[src/sv/arcrot_pkg.sv]
// ----------------------------------------------------------------------------
// arcrot_pkg: shared constants and types of the arcball rotation block
// Fixed-point formats, unit widths, the arctangent table and config indexes.
// ----------------------------------------------------------------------------
package arcrot_pkg;

  localparam int FRAC_BITS   = 14;
  localparam int CURSOR_BITS = 14;
  localparam int COORD_W     = 16;
  localparam int SIZE_W      = 13;

  localparam int ONE_Q  = 1 << FRAC_BITS;
  localparam int ONE_SQ = 1 << (2 * FRAC_BITS);

  // Restoring divider: 29-bit dividend, 15-bit divisor, 15 quotient bits.
  localparam int DIV_NUM_W = 29;
  localparam int DIV_DEN_W = 15;
  localparam int DIV_Q_W   = 15;
  localparam int DIV_LAT   = DIV_Q_W + 1;

  // Square-square products and the integer square root.
  localparam int SQ_W        = 29;
  localparam int SQRT_IN_W   = 30;
  localparam int SQRT_OUT_W  = 15;
  localparam int SQRT_LAT    = SQRT_OUT_W;

  // CORDIC in Q30.
  localparam int Q30_BITS     = 30;
  localparam int CORDIC_STEPS = 30;
  localparam int CORDIC_W     = 34;
  localparam int ANG_SHIFT    = Q30_BITS - FRAC_BITS;
  localparam longint EPS_Q30     = 1073742;
  localparam longint HALF_PI_Q30 = 1686629713;
  localparam longint EPS_Q = (EPS_Q30 + (longint'(1) << (ANG_SHIFT - 1))) >> ANG_SHIFT;

  localparam logic [Q30_BITS-1:0] ATAN_TAB [CORDIC_STEPS] = '{
    30'd843314857, 30'd497837829, 30'd263043837, 30'd133525159, 30'd67021687,
    30'd33543516,  30'd16775851,  30'd8388437,   30'd4194283,   30'd2097149,
    30'd1048576,   30'd524288,    30'd262144,    30'd131072,    30'd65536,
    30'd32768,     30'd16384,     30'd8192,      30'd4096,      30'd2048,
    30'd1024,      30'd512,       30'd256,       30'd128,       30'd64,
    30'd32,        30'd16,        30'd8,         30'd4,         30'd2
  };

  // Configuration register indexes and reset values.
  localparam logic [0:0] CFG_WIDTH  = 1'b0;
  localparam logic [0:0] CFG_HEIGHT = 1'b1;
  localparam logic [SIZE_W-1:0] WIDTH_RESET  = 13'd1024;
  localparam logic [SIZE_W-1:0] HEIGHT_RESET = 13'd768;

  typedef logic signed [COORD_W-1:0] coord_t;

  // One lifted point travelling beside the square-root unit.
  typedef struct packed {
    coord_t x;
    coord_t y;
    logic   in_ball;
  } pt_side_t;

  // One lifted point travelling beside the rim-normalising dividers.
  typedef struct packed {
    coord_t                x;
    coord_t                y;
    logic [SQRT_OUT_W-1:0] root;
    logic                  in_ball;
  } lift_side_t;

endpackage

[src/sv/arcrot_div.sv]
// ----------------------------------------------------------------------------
// arcrot_div: pipelined restoring divider
// One quotient bit per stage; flags a quotient that would not fit.
// ----------------------------------------------------------------------------
module arcrot_div import arcrot_pkg::*; (
  input  logic                 clk,
  input  logic                 en,
  input  logic [DIV_NUM_W-1:0] num,
  input  logic [DIV_DEN_W-1:0] den,
  output logic [DIV_Q_W-1:0]   quo,
  output logic                 sat
);

  logic [DIV_NUM_W-1:0] r_s [DIV_LAT];
  logic [DIV_DEN_W-1:0] d_s [DIV_LAT];
  logic [DIV_Q_W-1:0]   q_s [DIV_LAT];
  logic                 s_s [DIV_LAT];

  logic [DIV_NUM_W:0]   dsh [DIV_LAT];
  logic                 ge  [DIV_LAT];
  logic [DIV_NUM_W-1:0] rn  [DIV_LAT];

  always_comb begin
    dsh[0] = '0;
    ge[0]  = 1'b0;
    rn[0]  = '0;
    for (int k = 1; k < DIV_LAT; k++) begin
      dsh[k] = {(DIV_NUM_W + 1 - DIV_DEN_W)'(0), d_s[k-1]} << (DIV_Q_W - k);
      ge[k]  = {1'b0, r_s[k-1]} >= dsh[k];
      rn[k]  = ge[k] ? DIV_NUM_W'({1'b0, r_s[k-1]} - dsh[k]) : r_s[k-1];
    end
  end

  always_ff @(posedge clk) begin
    if (en) begin
      r_s[0] <= num;
      d_s[0] <= den;
      q_s[0] <= '0;
      s_s[0] <= {1'b0, num} >= {den, (DIV_NUM_W + 1 - DIV_DEN_W)'(0)};
      for (int k = 1; k < DIV_LAT; k++) begin
        r_s[k] <= rn[k];
        d_s[k] <= d_s[k-1];
        q_s[k] <= {q_s[k-1][DIV_Q_W-2:0], ge[k]};
        s_s[k] <= s_s[k-1];
      end
    end
  end

  assign quo = q_s[DIV_LAT-1];
  assign sat = s_s[DIV_LAT-1];

endmodule

[config.mk]
export PLATFORM = sky130hd
export DESIGN_NAME = arcrot_div
export DESIGN_NICKNAME = d
export VERILOG_FILES = /design/src/sv/arcrot_pkg.sv /design/src/sv/arcrot_div.sv
export SDC_FILE = /design/constraint.sdc
export NUM_CORES = 1
export LEC_CHECK = 0
export CORE_MARGIN = 2
export CORE_UTILIZATION = 45
export DETAILED_ROUTE_END_ITERATION = 10
export DONT_BUFFER_PORTS = 1
export SLEW_MARGIN = 10
export SYNTH_ARGS = -nofsm -noshare
export SYNTH_HDL_FRONTEND = slang
export SYNTH_SLANG_ARGS = --single-unit
[constraint.sdc]
create_clock -name clk -period 3.9 [get_ports clk]
set_clock_uncertainty 0.1 [all_clocks]
set_input_delay 0.78 -clock clk [delete_from_list [all_inputs] [get_ports clk]]
set_output_delay 0.78 -clock clk [all_outputs]
set_load 0.01 [all_outputs]
Yosys cells after proc, flatten, opt, wreduce, memory -nomap -nowiden. Memory sizes are Yosys's and may differ from the RTL's. Index checks and enable logic that the tools add are counted.

Register bits: 0. RAM bits: 960. Bits of input ports: 46. Memories: 4.

Memories: r_s (words 16, bits a word 29, read ports 15, clocked after Yosys merged registers in 0, write ports 16, RTL line arcrot_div.sv:14) `logic [DIV_NUM_W-1:0] r_s [DIV_LAT];`; d_s (words 16, bits a word 15, read ports 15, clocked after Yosys merged registers in 0, write ports 16, RTL line arcrot_div.sv:15) `logic [DIV_DEN_W-1:0] d_s [DIV_LAT];`; q_s (words 16, bits a word 15, read ports 16, clocked after Yosys merged registers in 0, write ports 16, RTL line arcrot_div.sv:16) `logic [DIV_Q_W-1:0] q_s [DIV_LAT];`; s_s (words 16, bits a word 1, read ports 16, clocked after Yosys merged registers in 0, write ports 16, RTL line arcrot_div.sv:17) `logic s_s [DIV_LAT];`.

Add/subtract/negate cells: 15. $lt $le $gt $ge: 16. Multiplexer cells: 17.

Operators by type and width (number): two-way mux 29 bit (15); greater-or-equal comparator 29 x 30 -> 1 bit (1); greater-or-equal comparator 29 x 15 -> 1 bit (1); greater-or-equal comparator 29 x 16 -> 1 bit (1); greater-or-equal comparator 29 x 17 -> 1 bit (1); greater-or-equal comparator 29 x 18 -> 1 bit (1); greater-or-equal comparator 29 x 19 -> 1 bit (1); greater-or-equal comparator 29 x 20 -> 1 bit (1); greater-or-equal comparator 29 x 21 -> 1 bit (1); greater-or-equal comparator 29 x 22 -> 1 bit (1); greater-or-equal comparator 29 x 23 -> 1 bit (1); greater-or-equal comparator 29 x 24 -> 1 bit (1); greater-or-equal comparator 29 x 25 -> 1 bit (1); greater-or-equal comparator 29 x 26 -> 1 bit (1); greater-or-equal comparator 29 x 27 -> 1 bit (1); greater-or-equal comparator 29 x 28 -> 1 bit (1); greater-or-equal comparator 29 bit (1); subtractor 29 x 15 -> 29 bit (1); subtractor 29 x 16 -> 29 bit (1); subtractor 29 x 17 -> 29 bit (1); subtractor 29 x 18 -> 29 bit (1); subtractor 29 x 19 -> 29 bit (1); subtractor 29 x 20 -> 29 bit (1); subtractor 29 x 21 -> 29 bit (1); 9 further kinds (10).

Logic depth before layout (Yosys ltp). An unclocked memory read counts as a cell.

Depth in word-level cells: 3. Gate-level depth with buffers: 13. Mapped depth without buffers: 12.

Least setup slack after synthesis. Ideal clock, no wire load.

Path kind: register -> register. Start: memory d_s[13][0]. End: memory r_s[14][26], in the netlist r_s[1][200], data pin. Library setup time: 0.268 ns. Arrival time: 2.994 ns. Data required time: 3.532 ns. Path slack: 0.539 ns. Cell stages (with the launch flop): 13. Path buffers: 1. Cell sequence: edfxtp_1 > ha_1 > inv_1 > fa_1 > a21oi_1 > o21ai_0 > a21boi_1 > or4b_4 > o311a_1 > buf_6 > or4_4 > nor4_2 > xor2_1.

RTL lines (RTL line): start, declared (arcrot_div.sv:15); end, declared (arcrot_div.sv:14).

==> results.cfg <==
[status]
outcome = completed

[clocking]
cts_max_level = 3
root_buffer = clkbuf_16
cts_inserted_buffers = 88
clkTransAtPathRegs_ns = 0.06
clk_path_buf_depth = 3
ctsHoldBuffers = 0
clock_latency_ns = 0.67
clock-sinks = 796
cts_tree = built

[pwr]
p_comb_share_pct = 30.3
p_seq_share_pct = 42.6
p_sw_mw = 9.92
power.internal_mw = 20.4
pwr-share-clk_pct = 27.1
swShare_pct = 32.7
vdd_drop_max_mv = 0.469
powerDensity_mw_per_mm2 = 687
p_leak_nw = 16.7

[critical_path]
crit_required_ns = 4.18
reg2reg_depth = 11
crit_type = reg2reg
end_kind = flip-flop
crit_path_start_kind = flip-flop
arrival_ns = 4.02
critPathMaxFanout = 6

[timing]
whs_ns = 0.113
fin_crit_ns = 3.74
period_share_pct = 96.0
fmax_mhz = 267
setup_violations = 0
relSlewSlack_pct = 19.7
drv_slew = 0
setup_tns_ns = 0
rsz0062_at_grt = false
hold_viol_final = 0
tightestPinTransition_ns = 1.21

[synth]
synth_area_sq_mm = 0.0397
ys_seq_area_share_pct = 60.2
synth_cell_types = 78
synth_seq_cells = 796
synth_top_flop_cell = edfxtp_1
synth_async_sr_flop_share_pct = 0
ys_warn_count = 0
avgSynthCellArea_sq_um = 12.4
synth_cells = 3208
synth-edff-count = 796
syn_nets = 3507

[cells_and_area]
layout-drive-gt1-share_pct = 7.43
num_antenna_cells = 0
instances_no_fill = 4492
layout_common_cells = 796 x edfxtp_1, 297 x inv_1, 239 x ha_1
design_area_sq_mm = 0.0441
utilization_pct = 50.6
final_common_cell = edfxtp_1
fin_nets = 3563
area_delta_synth_final_pct = 11.1

[global_route]
grt_pass1_wl_microns = 133000
track_usage_pct = 18.7
antenna_found_initial = 6
grt_start_max_net_pins = 797
grt_pass1_vias = 24400
overflow = 0

[drt]
ant_nets = 0
first_iter_violations = 2008
dr.pass1.iters = 8
drcViolationCount = 0
vias_per_cell = 5.46
wl_per_cell_microns = 18.8
drt_wl_total_microns = 84300
dr_total_vias = 24500

[floorplan]
fp.dieW_microns = 301
core_region_area_sq_mm = 0.0872
io_pins = 62
start_util_pct = 45.6
placementRows = 108
dieHeight_microns = 301
die_area_sq_mm = 0.0907

[placed_design]
placed_cell_area_sq_mm = 0.0411
gp_congestion = 0.914
hpwl_microns = 60900
io_buffers = 0
placedCellCount = 4325

[hold_path]
hold_depth = 0
hp-class = in2reg

[flow_run]
drv_cap = 0
==> power groups by stage <==
stage          sequential (mW)  clock [mW]  combinational, mW
2_1_floorplan             12.5           0               6.94
3_3_place_gp              13.1           0               8.64
3_5_place_dp              13.1           0               8.88
4_1_cts                   12.9        8.46               8.95
5_1_grt                   13.1        8.81               10.3
6_report                  12.9        8.21               9.19
==> Yosys cell counts (28+ instances only) <==
library cell    n  area share, %
edfxtp_1      796             60
inv_1         297            2.8
ha_1          239            7.5
a21oi_1       205            2.6
nor2_1        205            1.9
o21ai_0       196            2.5
nand2_1       191            1.8
xnor2_1       128            2.8
xor2_1        106            2.3
a21o_1         66            1.2
nor3_1         54           0.68
mux2_2         51            1.4
nand3_1        50           0.63
nand2b_1       49           0.77
clkbuf_1       43           0.41
nor2b_1        40           0.63
o21a_1         40           0.76
nor4_1         39           0.61
nand4_1        29           0.46
o31ai_1        28           0.53
==> metal layers <==
metal / part of all wire [%] / vias to the layer above / track usage (%) / wire length, microns
met1: 47 / 11800 / 26.7 / 39900
li1: - / 12000 / - / -
met4: 3.4 / 0 / 7.02 / 2840
met2: 44 / 633 / 28.9 / 37100
met3: 5.2 / 146 / 2.80 / 4380
met5: 0 / - / 0 / 0
==> through the flow <==
step / worst slack [ns] / total power, mW
2_1_floorplan: 0.539 / 19.4
3_3_place_gp: 0.275 / 21.7
3_5_place_dp: 0.241 / 22.0
4_1_cts: 0.206 / 30.3
5_1_grt: 0.00925 / 32.2
6_report: 0.156 / 30.3
==> cells by family after synthesis <==
logic type | Yosys count | share of synthesized area, %
XOR/XNOR | 234 | 5.16
multiplexers | 60 | 1.67
adder cells (fa/ha/maj) | 253 | 8.23
AND/OR/NAND/NOR | 800 | 10.3
AO/OA/AOI/OAI | 699 | 10.9
buffers and inverters | 366 | 3.63
flip-flops | 796 | 60.2
==> layout make-up <==
| type | count | area, sq um |
|---|---|---|
| clock inverter | 63 | 661 |
| multi-input combinational | 2046 | 14400 |
| sequential | 796 | 23900 |
| timing repair buffer | 34 | 348 |
| inverter | 298 | 1120 |
| tap | 1155 | 1450 |
| fill | 7474 | 43000 |
| clock buffer | 100 | 2250 |
==> state kept, by name, summed over array words and instances (netlist names) <==
name and flops:
s_s 16, q_s 120, r_s 435, d_s 225
==> worst max-delay path, cell delays in order (launching register included) <==
cell and delay [ns]:
edfxtp_1 0.40, ha_1 0.22, inv_1 0.07, fa_1 0.20, a21oi_1 0.10, o21ai_0 0.34
a21boi_1 0.16, or4b_4 0.55, o311a_1 0.42, or4_4 0.48, nor4_2 0.31, xor2_1 0.10
==> path summary, 6_finish.rpt <==
check / slack, ns / from / endpoint
worst max-delay path: 0.16 / d_s[13][0] / r_s[1][200]
worst max register to register: 0.16 / d_s[13][0] / r_s[1][200]
worst min-delay path: 0.11 / den[12] / d_s[0][12]
worst min register to register: 0.31 / q_s[1][32] / q_s[1][48]
==> what timing repair did <==
item | in CTS | in global routing
endpoints found under the setup margin | 0 | 2
resized for setup | 0 | 2
buffers inserted | 0 | 0
(Power assumes the default switching activity.)
