### src/sv/arcrot_pkg.sv
// ----------------------------------------------------------------------------
// arcrot_pkg: shared constants and types of the arcball rotation block
// Fixed-point formats, unit widths, the arctangent table and config indexes.
// ----------------------------------------------------------------------------
package arcrot_pkg;

  localparam int FRAC_BITS   = 14;
  localparam int CURSOR_BITS = 14;
  localparam int COORD_W     = 16;
  localparam int SIZE_W      = 13;

  localparam int ONE_Q  = 1 << FRAC_BITS;
  localparam int ONE_SQ = 1 << (2 * FRAC_BITS);

  // Restoring divider: 29-bit dividend, 15-bit divisor, 15 quotient bits.
  localparam int DIV_NUM_W = 29;
  localparam int DIV_DEN_W = 15;
  localparam int DIV_Q_W   = 15;
  localparam int DIV_LAT   = DIV_Q_W + 1;

  // Square-square products and the integer square root.
  localparam int SQ_W        = 29;
  localparam int SQRT_IN_W   = 30;
  localparam int SQRT_OUT_W  = 15;
  localparam int SQRT_LAT    = SQRT_OUT_W;

  // CORDIC in Q30.
  localparam int Q30_BITS     = 30;
  localparam int CORDIC_STEPS = 30;
  localparam int CORDIC_W     = 34;
  localparam int ANG_SHIFT    = Q30_BITS - FRAC_BITS;
  localparam longint EPS_Q30     = 1073742;
  localparam longint HALF_PI_Q30 = 1686629713;
  localparam longint EPS_Q = (EPS_Q30 + (longint'(1) << (ANG_SHIFT - 1))) >> ANG_SHIFT;

  localparam logic [Q30_BITS-1:0] ATAN_TAB [CORDIC_STEPS] = '{
    30'd843314857, 30'd497837829, 30'd263043837, 30'd133525159, 30'd67021687,
    30'd33543516,  30'd16775851,  30'd8388437,   30'd4194283,   30'd2097149,
    30'd1048576,   30'd524288,    30'd262144,    30'd131072,    30'd65536,
    30'd32768,     30'd16384,     30'd8192,      30'd4096,      30'd2048,
    30'd1024,      30'd512,       30'd256,       30'd128,       30'd64,
    30'd32,        30'd16,        30'd8,         30'd4,         30'd2
  };

  // Configuration register indexes and reset values.
  localparam logic [0:0] CFG_WIDTH  = 1'b0;
  localparam logic [0:0] CFG_HEIGHT = 1'b1;
  localparam logic [SIZE_W-1:0] WIDTH_RESET  = 13'd1024;
  localparam logic [SIZE_W-1:0] HEIGHT_RESET = 13'd768;

  typedef logic signed [COORD_W-1:0] coord_t;

  // One lifted point travelling beside the square-root unit.
  typedef struct packed {
    coord_t x;
    coord_t y;
    logic   in_ball;
  } pt_side_t;

  // One lifted point travelling beside the rim-normalising dividers.
  typedef struct packed {
    coord_t                x;
    coord_t                y;
    logic [SQRT_OUT_W-1:0] root;
    logic                  in_ball;
  } lift_side_t;

endpackage

### src/sv/arcrot_sqrt.sv
// ----------------------------------------------------------------------------
// arcrot_sqrt: pipelined integer square root
// Digit-by-digit floor square root, one result bit per stage.
// ----------------------------------------------------------------------------
module arcrot_sqrt import arcrot_pkg::*; (
  input  logic                  clk,
  input  logic                  en,
  input  logic [SQRT_IN_W-1:0]  arg,
  output logic [SQRT_OUT_W-1:0] root
);

  logic [SQRT_IN_W:0] v_s [SQRT_LAT];
  logic [SQRT_IN_W:0] r_s [SQRT_LAT];
  logic [SQRT_IN_W:0] vi  [SQRT_LAT];
  logic [SQRT_IN_W:0] ri  [SQRT_LAT];
  logic [SQRT_IN_W:0] bt  [SQRT_LAT];
  logic [SQRT_IN_W:0] tr  [SQRT_LAT];
  logic               ge  [SQRT_LAT];

  always_comb begin
    for (int k = 0; k < SQRT_LAT; k++) begin
      vi[k] = (k == 0) ? {1'b0, arg} : v_s[(k == 0) ? 0 : k - 1];
      ri[k] = (k == 0) ? '0 : r_s[(k == 0) ? 0 : k - 1];
      bt[k] = (SQRT_IN_W + 1)'(1) << (2 * (SQRT_OUT_W - 1 - k));
      tr[k] = ri[k] + bt[k];
      ge[k] = vi[k] >= tr[k];
    end
  end

  always_ff @(posedge clk) begin
    if (en) begin
      for (int k = 0; k < SQRT_LAT; k++) begin
        v_s[k] <= ge[k] ? vi[k] - tr[k] : vi[k];
        r_s[k] <= ge[k] ? (ri[k] >> 1) + bt[k] : ri[k] >> 1;
      end
    end
  end

  assign root = r_s[SQRT_LAT-1][SQRT_OUT_W-1:0];

endmodule

### config.mk
export PLATFORM = sky130hd
export DESIGN_NAME = arcrot_sqrt
export DESIGN_NICKNAME = d
export VERILOG_FILES = /design/src/sv/arcrot_pkg.sv /design/src/sv/arcrot_sqrt.sv
export SDC_FILE = /design/constraint.sdc
export NUM_CORES = 1
export LEC_CHECK = 0
export BUFFER_PORTS_ARGS = -buffer_cell sky130_fd_sc_hd__clkbuf_2
export CAP_MARGIN = 20
export CORE_MARGIN = 4
export CORE_UTILIZATION = 62
export CTS_BUF_LIST = sky130_fd_sc_hd__clkbuf_16
export DETAILED_ROUTE_END_ITERATION = 10
export PLACE_DENSITY_LB_ADDON = 0.2
export SLEW_MARGIN = 20
export SYNTH_ARGS = -nofsm -noshare
export SYNTH_HDL_FRONTEND = slang
export SYNTH_SLANG_ARGS = --single-unit
### constraint.sdc
create_clock -name clk -period 4.97 [get_ports clk]
set_input_delay 0.994 -clock clk [delete_from_list [all_inputs] [get_ports clk]]
set_output_delay 0.994 -clock clk [all_outputs]
set_load 0.02 [all_outputs]
After elaboration in Yosys (flattened, before gate mapping) --
Memories as Yosys holds them, arrays and structs flattened. Index checks and enable logic that the tools add are counted.
Cells by class: $add $sub $neg 43, $lt $le $gt $ge 15, multiplexer cells 32
Operators by type and width (number):
- 2-to-1 mux 31 bit | 29
- >= comparator 31 bit | 14
- subtractor 31 bit | 14
- adder 30 x 1 -> 31 bit (second input constant) | 1
- adder 30 x 11 -> 31 bit (second input constant) | 1
- adder 30 x 13 -> 31 bit (second input constant) | 1
- adder 30 x 15 -> 31 bit (second input constant) | 1
- adder 30 x 17 -> 31 bit (second input constant) | 1
- adder 30 x 19 -> 31 bit (second input constant) | 1
- adder 30 x 21 -> 31 bit (second input constant) | 1
- adder 30 x 23 -> 31 bit (second input constant) | 1
- adder 30 x 25 -> 31 bit (second input constant) | 1
- adder 30 x 27 -> 31 bit (second input constant) | 1
- adder 30 x 3 -> 31 bit (second input constant) | 1
- adder 30 x 5 -> 31 bit (second input constant) | 1
- adder 30 x 7 -> 31 bit (second input constant) | 1
- adder 30 x 9 -> 31 bit (second input constant) | 1
- adder 31 x 1 -> 31 bit (second input constant) | 1
- adder 31 x 11 -> 31 bit (second input constant) | 1
- adder 31 x 13 -> 31 bit (second input constant) | 1
- adder 31 x 15 -> 31 bit (second input constant) | 1
- adder 31 x 17 -> 31 bit (second input constant) | 1
- adder 31 x 19 -> 31 bit (second input constant) | 1
- adder 31 x 21 -> 31 bit (second input constant) | 1
- 11 further kinds | 12
Word-level totals: register bits 0, memory bits (writable) 930, output and inout bits 15, logic and storage cells 92, memories kept 2
Memory list:
- r_s | words 15, bits a word 31, rd ports 15, clocked after memory_dff 0, wr ports 15, RTL line arcrot_sqrt.sv:13 | logic [SQRT_IN_W:0] r_s [SQRT_LAT];
- v_s | words 15, bits a word 31, rd ports 14, clocked after memory_dff 0, wr ports 15, RTL line arcrot_sqrt.sv:12 | logic [SQRT_IN_W:0] v_s [SQRT_LAT];

Longest topological paths before layout --
Gate-level depths: netlist of the first run. An unclocked memory read counts as a cell.
word-level depth 4, gate-level depth with buffers 12

Worst setup path after synthesis of the first run --
No wires, ideal clock.
path type register to register, start memory v_s[1][73] in the netlist's numbering, end memory v_s[1][116] in the netlist's numbering (data pin), arrival 2.426 ns, required time 4.712 ns, path slack 2.287 ns, stages on the path, launching flop included 10, path buffers 2, period minus slack after synthesis 2.683 ns, path through edfxtp_1 > ha_1 > a21o_1 > a221o_1 > a221o_1 > or3_1 > buf_6 > buf_6 > nand4b_1 > xnor2_1
RTL lines (RTL line):
- start: declaration | arcrot_sqrt.sv:12

==> flow_summary.yaml, run 1 <==
outcome:
  status: "completed"
synthesis:
  netlist_area_mm2: 0.0263
  syn_area_per_cell_um2: 13.0
  synth_ff_type: "edfxtp_1"
  ys_types: 81
  synth-seq-cells: 554
  syn_inst: 2025
  synth-async-reset-ratio_pct: 0
  synth-edff-count: 554
  yosysTopAreaCell: "edfxtp_1"
  synth_area_leaders: "edfxtp_1, ha_1, xnor2_1"
  syn_nets: 2188
  seq_area_frac_synth_pct: 63.2
  netlist.area_leader.share_pct: 63.2
  yosys_warnings: 0
placement:
  place_congestion: 0.882
  post-place-ws_ps: 1610
  dp.final_hpwl_mm: 37.6
  dp.cells: 2569
  numPortBuffers: 46
clocking:
  insertion_delay_ps: 630
  cts_buffer_depth: 3
  cts.clk_slew.worst_paths_ps: 60
  numCtsBuffers: 54
  cts_tree: "yes"
  cts_setup_buffers: 0
  cts-root-buf: "clkbuf_16"
  cts_hold_buf: 0
  htree_levels: 2
  cts_resized: 0
  cts_sinks: 554
die:
  initial_core_util_pct: 62.8
  core_mm2: 0.0419
  die_h_um: 214
  ioPinCount: 47
  dieArea_mm2: 0.0458
  die_w_um: 214
  num_rows: 75
timing:
  tightest_slew_ps: 895
  finalCriticalPeriod_ps: 3480
  fin_crit_sh_pct: 70.0
  drv_slew: 0
  fin_ws_ps: 1490
  max_freq_mhz: 288
  grt_setup_unrepaired: "no"
  hold_viol: 0
  setup_tns_ps: 0
  finalSetupViolations: 0
  slew_headroom_pct: 40.0
  finClkSkew_ps: 35.9
route:
  drt-vias-per-instance: 5.94
  drt_wl_total_mm: 51.1
  antenna_left: 0
  drtPass1Iterations: 8
  route.detailed.wl_per_inst_um: 19.2
  vias: 15800
  dr.first_iter.drc_count: 1143
  drc: 0
pwr:
  powerDensity_mw_per_mm2: 426
  vdd_drop_max_mv: 0.383
  total_power_uw: 12300
  p_leak_uw: 0.0110
setup_path:
  cp_max_fo: 23
  arrival_ps: 3850
  ff2ff_setup_slack_ps: 1490
  timing.rr.end: "v_s[1][161]"
  cp-start-kind: "flop"
  r2r-start: "v_s[1][140]"
  cp_data_required_time_ps: 5340
  crit_type: "flop to flop"
  cp-end-kind: "flop"
  rr_worst_depth: 6
global_routing:
  grt_usage_pct: 22.3
  grt-ovfl-total: 0
  grt_pass1_vias: 16100
  grt_max_degree: 111
  antenna_found_initial: 0
  grt_pass1_wl_mm: 82.8
hold_path:
  holdPathEnd: "v_s[0][129]"
  min_from: "v_s[0][98]"
  min_delay_path_depth: 0
  hold_class: "flop to flop"
cells_and_area:
  fin_util_pct: 69.1
  layout-drive-gt1-share_pct: 8.83
  layout.nets: 2249
  syn2layout_area_growth_pct: 10.1
  fill_cells: 2880
  diodes: 0
  layoutNonFillerInstCount: 2669
job:
  maxCapViolCount: 0
-- Yosys cell counts, types with 19 or more instances --
cell type and count:
o21ai_0 86, inv_1 152, nand2b_1 29, ha_1 131, nand3_1 30, nand4_1 29, nor2_1 128, a21oi_1 101
xor2_1 82, nand2_1 111, a21o_1 26, nor4_1 63, mux2_2 23, nor3_1 66, o21a_1 29, xnor2_1 96
edfxtp_1 554, or3_1 26, nor2b_1 19
-- area by class of cell --
cell class              count  area (um2)  share of cell area, %
inverters                 155         582                   2.01
well taps                 539         674                   2.33
repair buffers             56         365                   1.26
flip-flops and latches    554       16600                   57.4
multi-input cells        1265        8830                   30.5
clock inverters            46         544                   1.88
clock buffers              54        1350                   4.66
-- flip-flops by register name, summed over array words and instances, names as in the netlist --
register,flops
v_s,434
r_s,120
-- layout by cell type, fill, tap and decap left out, types with 8 or more instances in the layout --
cell type  netlist  final
edfxtp_1       554    554
inv_1          152    157
ha_1           131    131
nor2_1         128    128
nand2_1        111    111
a21oi_1        101    101
xnor2_1         96     96
o21ai_0         86     86
xor2_1          82     82
nor3_1          66     66
nor4_1          63     63
clkbuf_16        0     54
clkbuf_2         0     45
nand3_1         30     30
nand4_1         29     29
o21a_1          29     29
nand2b_1        29     29
a21o_1          26     26
or3_1           26     25
mux2_2          23     23
nor2b_1         19     19
clkinv_1         0     13
a31oi_1         12     12
and2_1          10     10
or4_1           10     10
mux2i_1         10     10
bufinv_16        0     10
a211oi_1         9      9
nor4b_1          9      9
clkinv_2         0      9
o211ai_1         8      8
and3_1           8      8
-- how the worst max path moves through the flow --
stage,startpoint,end,cells past startpoint
2_1_floorplan,v_s[1][73],v_s[1][116],9
3_3_place_gp,v_s[1][142],v_s[1][168],7
3_5_place_dp,v_s[1][73],v_s[1][110],6
4_1_cts,v_s[1][140],v_s[1][161],6
5_1_grt,v_s[1][140],v_s[1][161],6
6_report,v_s[1][140],v_s[1][161],6
-- metrics by stage --
stage	instance area [um2]	hold WS, ps
finish	29000	442
global route	29000	453
CTS	29000	443
detailed placement	27100	427
global placement	27100	422
floorplan	26300	417
-- worst max-delay path, cell delays in order, from the launching register on --
cell and delay [ps]:
edfxtp_1 400, ha_1 400, a2111oi_1 730, nand3_1 180, nor4_1 350, and2_1 740, mux2_2 410
-- routing by layer --
layer / wire length (um) / vias up / GRT usage, %
met5: 0 / - / 0
met4: 1680 / 0 / 8.67
met3: 1960 / 96 / 2.92
met2: 27400 / 365 / 41.7
met1: 20100 / 7695 / 26.2
li1: - / 7686 / -
-- power by group --
| group | internal, uW | switching [uW] |
|---|---|---|
| clock network | 2520 | 1750 |
| registers | 5820 | 402 |
| logic | 800 | 1050 |
-- kinds of logic after synthesis --
family	after synthesis	share of synthesized area (%)
other	1	0.0142
adder cells (fa/ha/maj)	131	6.23
multiplexers	33	1.36
XOR/XNOR	178	5.92
AND/OR/NAND/NOR	581	11.7
flip-flops	554	63.2
buffers and inverters	206	3.32
AO/OA/AOI/OAI	341	8.29
No activity file was read; power rests on OpenSTA's default activity.
==> run 2: changes to the inputs <==
--- a/config.mk
+++ b/config.mk
@@ -8,7 +8,7 @@
 export BUFFER_PORTS_ARGS = -buffer_cell sky130_fd_sc_hd__clkbuf_2
 export CAP_MARGIN = 20
 export CORE_MARGIN = 4
-export CORE_UTILIZATION = 62
+export CORE_UTILIZATION = 57
 export CTS_BUF_LIST = sky130_fd_sc_hd__clkbuf_16
 export DETAILED_ROUTE_END_ITERATION = 10
 export PLACE_DENSITY_LB_ADDON = 0.2
==> constraint.sdc (replaced) <==
create_clock -name clk -period 3.14 [get_ports clk]
set_input_delay 0.628 -clock clk [delete_from_list [all_inputs] [get_ports clk]]
set_output_delay 0.628 -clock clk [all_outputs]
set_load 0.02 [all_outputs]
==> run 2 against run 1 <==
Net effect: global-route usage down 1.2 points; clock skew down 15 ps; cell count up 4.2%; first-iteration DRC count down 13%; non-clock buffer count up 50; register-to-register slack worse by 1300 ps; critical path depth up 1; largest cell class unchanged; highest routed layer is now met5.
==> flow_summary.yaml, run 2 (synthesis results as in run 1) <==
outcome:
  status: "completed"
timing:
  finalSetupViolations: 0
  fin_ws_ps: 205
  fin_crit_sh_pct: 93.5
  grt_setup_unrepaired: "no"
  finClkSkew_ps: 20.8
  hold_slack_ps: 180
  hold_viol: 0
  max_freq_mhz: 341
  slew_headroom_pct: 49.8
  setup_tns_ps: 0
  finalCriticalPeriod_ps: 2940
  tightest_slew_ps: 753
  drv_slew: 0
global_routing:
  grt_max_degree: 85
  grt-ovfl-total: 0
  grt_usage_pct: 21.1
  grt_pass1_vias: 16100
  antenna_found_initial: 1
  grt_pass1_wl_mm: 84.1
route:
  drt-vias-per-instance: 5.72
  drtPass1Iterations: 5
  wl_met2_mm: 28.2
  antenna_left: 0
  wl_met1_mm: 21.0
  dr.first_iter.drc_count: 998
  routed.top_layer: "met5"
  drc: 0
  drt_wl_total_mm: 52.3
  vias: 15900
  route.met3.wl_mm: 1.58
  route.detailed.wl_per_inst_um: 18.8
die:
  die_w_um: 223
  initial_core_util_pct: 57.9
  ioPinCount: 47
  core_mm2: 0.0455
  dieArea_mm2: 0.0497
  die_h_um: 223
  num_rows: 78
cells_and_area:
  layout.nets: 2300
  layoutNonFillerInstCount: 2780
  layout_commonest_cell: "edfxtp_1"
  largest_reg_flops: 434
  diodes: 0
  layout-drive-gt1-share_pct: 11.1
  syn2layout_area_growth_pct: 11.9
  final_cell_mix: "edfxtp_1, inv_1, ha_1"
  reg_top3: "v_s: 434 flops, r_s: 120 flops"
  fill_cells: 3358
  regMostFlops: "v_s"
hold_path:
  hold_class: "primary input to flop"
  min_from: "arg[22]"
clocking:
  insertion_delay_ps: 620
  cts_setup_buffers: 0
  cts-root-buf: "clkbuf_16"
  numCtsBuffers: 55
  cts_sinks: 554
  cts_tree: "yes"
  cts_buffer_depth: 3
  cts.clk_slew.worst_paths_ps: 60
  htree_levels: 2
job:
  maxCapViolCount: 0
pwr:
  p_leak_uw: 0.0112
  total_power_uw: 19500
  powerDensity_mw_per_mm2: 663
  vdd_drop_max_mv: 0.527
setup_path:
  cp_data_required_time_ps: 3500
  arrival_ps: 3300
  cp-startpoint: "v_s[1][73]"
  cp-end-kind: "flop"
  crit_type: "flop to flop"
  cp-start-kind: "flop"
  cp_max_fo: 34
  r2r-start: "v_s[1][73]"
placement:
  place_congestion: 0.899
  post-place-ws_ps: 167
  dp.final_hpwl_mm: 38.9
  numPortBuffers: 46
  dp.cells: 2680
[run 2: routing by layer]
metal	GRT usage [%]	vias up
met5	0	-
met4	6.94	2
met3	2.78	86
met2	39.5	273
met1	25.1	7735
li1	-	7793
[run 2: area by class of cell]
type                    instances  area, um2  area share, %
flip-flops and latches        554      16600           56.4
repair buffers                106        803           2.73
clock inverters                45        492           1.67
clock buffers                  55       1380           4.67
inverters                     155        582           1.97
well taps                     600        751           2.55
multi-input cells            1265       8830           30.0
[run 2: worst paths after layout]
kind                  to  slack [ps]  cells past startpoint
max          v_s[1][104]         200                      7
min           v_s[0][22]         180                      1
max reg2reg  v_s[1][104]         200                      7
min reg2reg   v_s[0][43]         440                      0
[run 2: repair_timing]
action,in CTS,in global routing
resized for setup,0,3
endpoints found under the hold margin,0,0
hold buffers,0,0
endpoints found under the setup margin,0,13
[run 2: critical path: stages (launching register included)]
cell and delay, ps:
edfxtp_1 410, ha_1 370, a21o_1 210, a221o_1 440
a221o_1 360, or3_1 420, buf_12 190, mux2_2 270
[run 2: metrics by stage]
stage | cell area, um2 | util, %
5_1_grt | 29500 | 64.8
6_report | 29500 | 64.8
3_3_place_gp | 27600 | 60.7
4_1_cts | 29500 | 64.8
3_5_place_dp | 27600 | 60.7
2_1_floorplan | 26300 | -
[run 2: power breakdown]
part / switching, uW / total [uW] / internal [uW]
Clock: 2790 / 6670 / 3880
Combinational: 1710 / 3050 / 1340
Sequential: 618 / 9820 / 9210
Total: 5120 / 19500 / 14400
==> run 3: changes to the inputs <==
--- a/config.mk
+++ b/config.mk
@@ -11,7 +11,10 @@
 export CORE_UTILIZATION = 57
 export CTS_BUF_LIST = sky130_fd_sc_hd__clkbuf_16
 export DETAILED_ROUTE_END_ITERATION = 10
+export GPL_ROUTABILITY_DRIVEN = 0
 export PLACE_DENSITY_LB_ADDON = 0.2
+export REMOVE_ABC_BUFFERS = 1
+export SKIP_LAST_GASP = 1
 export SLEW_MARGIN = 20
 export SYNTH_ARGS = -nofsm -noshare
 export SYNTH_HDL_FRONTEND = slang
==> run 3 against run 2 <==
Net effect: die area is the same; total power shrank 1.4%; flip-flop and latch count is the same; non-clock buffer count shrank 13; clock power shrank 3.1%; routed wire length shrank 1.9%; maximum frequency shrank 1.5%; first-iteration DRC count shrank 4.5%; critical path depth grew 1; register-to-register slack lost 50 ps; highest routed layer is now met4.
==> flow_summary.yaml, run 3 (synthesis results as in run 1) <==
timing:
  max_freq_mhz: 335
  setup_tns_ps: 0
  slew_headroom_pct: 52.8
  grt_setup_unrepaired: "no"
  finalCriticalPeriod_ps: 2980
  finClkSkew_ps: 22.6
  fin_crit_sh_pct: 94.9
  tightest_slew_ps: 701
  drv_slew: 0
  hold_viol: 0
  finalSetupViolations: 0
job:
  maxCapViolCount: 0
route:
  dr.first_iter.drc_count: 953
  route.detailed.wl_per_inst_um: 18.5
  vias: 16000
  antenna_left: 0
  drt-vias-per-instance: 5.78
  drtPass1Iterations: 6
  drt_wl_total_mm: 51.3
  drc: 0
setup_path:
  crit_type: "flop to flop"
  cp_data_required_time_ps: 3490
  arrival_ps: 3330
  cp-end-kind: "flop"
  cp_max_fo: 20
  cp-start-kind: "flop"
clocking:
  cts_setup_buffers: 0
  cts-root-buf: "clkbuf_16"
  cts_sinks: 554
  cts_buffer_depth: 3
  cts_resized: 0
  insertion_delay_ps: 610
  cts.clk_slew.worst_paths_ps: 60
  cts_hold_buf: 0
  htree_levels: 2
  cts_tree: "yes"
  numCtsBuffers: 54
pwr:
  powerDensity_mw_per_mm2: 658
  p_leak_uw: 0.0111
  total_power_uw: 19300
  vdd_drop_max_mv: 0.539
cells_and_area:
  final_cell_mix: "edfxtp_1, inv_1, ha_1"
  reg_top3: "v_s: 434 flops, r_s: 120 flops"
  largest_reg_flops: 434
  fin_util_pct: 64.4
  regMostFlops: "v_s"
  layout-drive-gt1-share_pct: 10.0
  syn2layout_area_growth_pct: 11.3
  fin_area_mm2: 0.0293
  diodes: 0
  layout.nets: 2286
  layout_commonest_cell: "edfxtp_1"
die:
  num_rows: 78
  core_mm2: 0.0455
  die_h_um: 223
  dieArea_mm2: 0.0497
  initial_core_util_pct: 57.9
  die_w_um: 223
  ioPinCount: 47
placement:
  place_area_mm2: 0.0275
  numPortBuffers: 46
  dp.final_hpwl_mm: 38.3
hold_path:
  hold_class: "primary input to flop"
global_routing:
  grt_max_degree: 78
  grt-ovfl-total: 0
  grt_usage_pct: 20.7
  antenna_found_initial: 0
  grt_pass1_wl_mm: 82.6
  grt_pass1_vias: 16200
outcome:
  status: "completed"
==> run 3: changes by cell type in the layout (fill, tap and decap cells not counted), sizes merged <==
cell / previous run / this run
buf: 61 / 48
clkinvlp: 4 / 2
bufinv: 8 / 7
inv: 162 / 169
clkinv: 26 / 21
==> run 3: critical path, stage by stage, from the launching register on <==
cell	delay, ps
edfxtp_1	400
ha_1	400
a21oi_1	160
nand2_1	80
a221o_1	410
a221o_1	360
or3_1	390
buf_4	220
mux2_2	290
==> run 3: per-stage QoR <==
step | worst slack (ps) | cells | hold slack (ps)
floorplan | -85.4 | 1974 | 417
global placement | 241 | 2667 | 424
detailed placement | 72.0 | 2667 | 430
CTS | 48.7 | 2766 | 144
global route | 22.3 | 2766 | 151
finish | 159 | 2766 | 185
==> run 3: final timing paths <==
path              cells past startpoint          end  slack, ps        from
hold / removal                        1   v_s[0][10]        190     arg[10]
setup / recovery                      8  v_s[1][110]        160  v_s[1][71]
hold reg to reg                       0   v_s[0][48]        440  v_s[0][17]
setup reg to reg                      8  v_s[1][110]        160  v_s[1][71]
==> run 3: area by class of cell <==
| class | instances | area, um2 |
|---|---|---|
| inverters | 155 | 582 |
| clock inverters | 44 | 425 |
| repair buffers | 93 | 693 |
| well taps | 600 | 751 |
| fillers | 3326 | 16200 |
| clock buffers | 55 | 1380 |
| flip-flops and latches | 554 | 16600 |
| multi-input cells | 1265 | 8840 |
==> run 3: layer usage <==
layer	global-route usage, %	share of wire (%)	vias up
met5	0	0	-
met3	3.16	3.7	153
met4	9.94	5.0	0
met1	21.8	36	7697
met2	39.9	55	387
li1	-	-	7754
==> run 3: power by group <==
part	switching [uW]	leakage [uW]	internal (uW)	total, uW
clock	2700	0.000921	3760	6460
sequential	608	0.00530	9210	9810
combinational	1690	0.00492	1310	3000
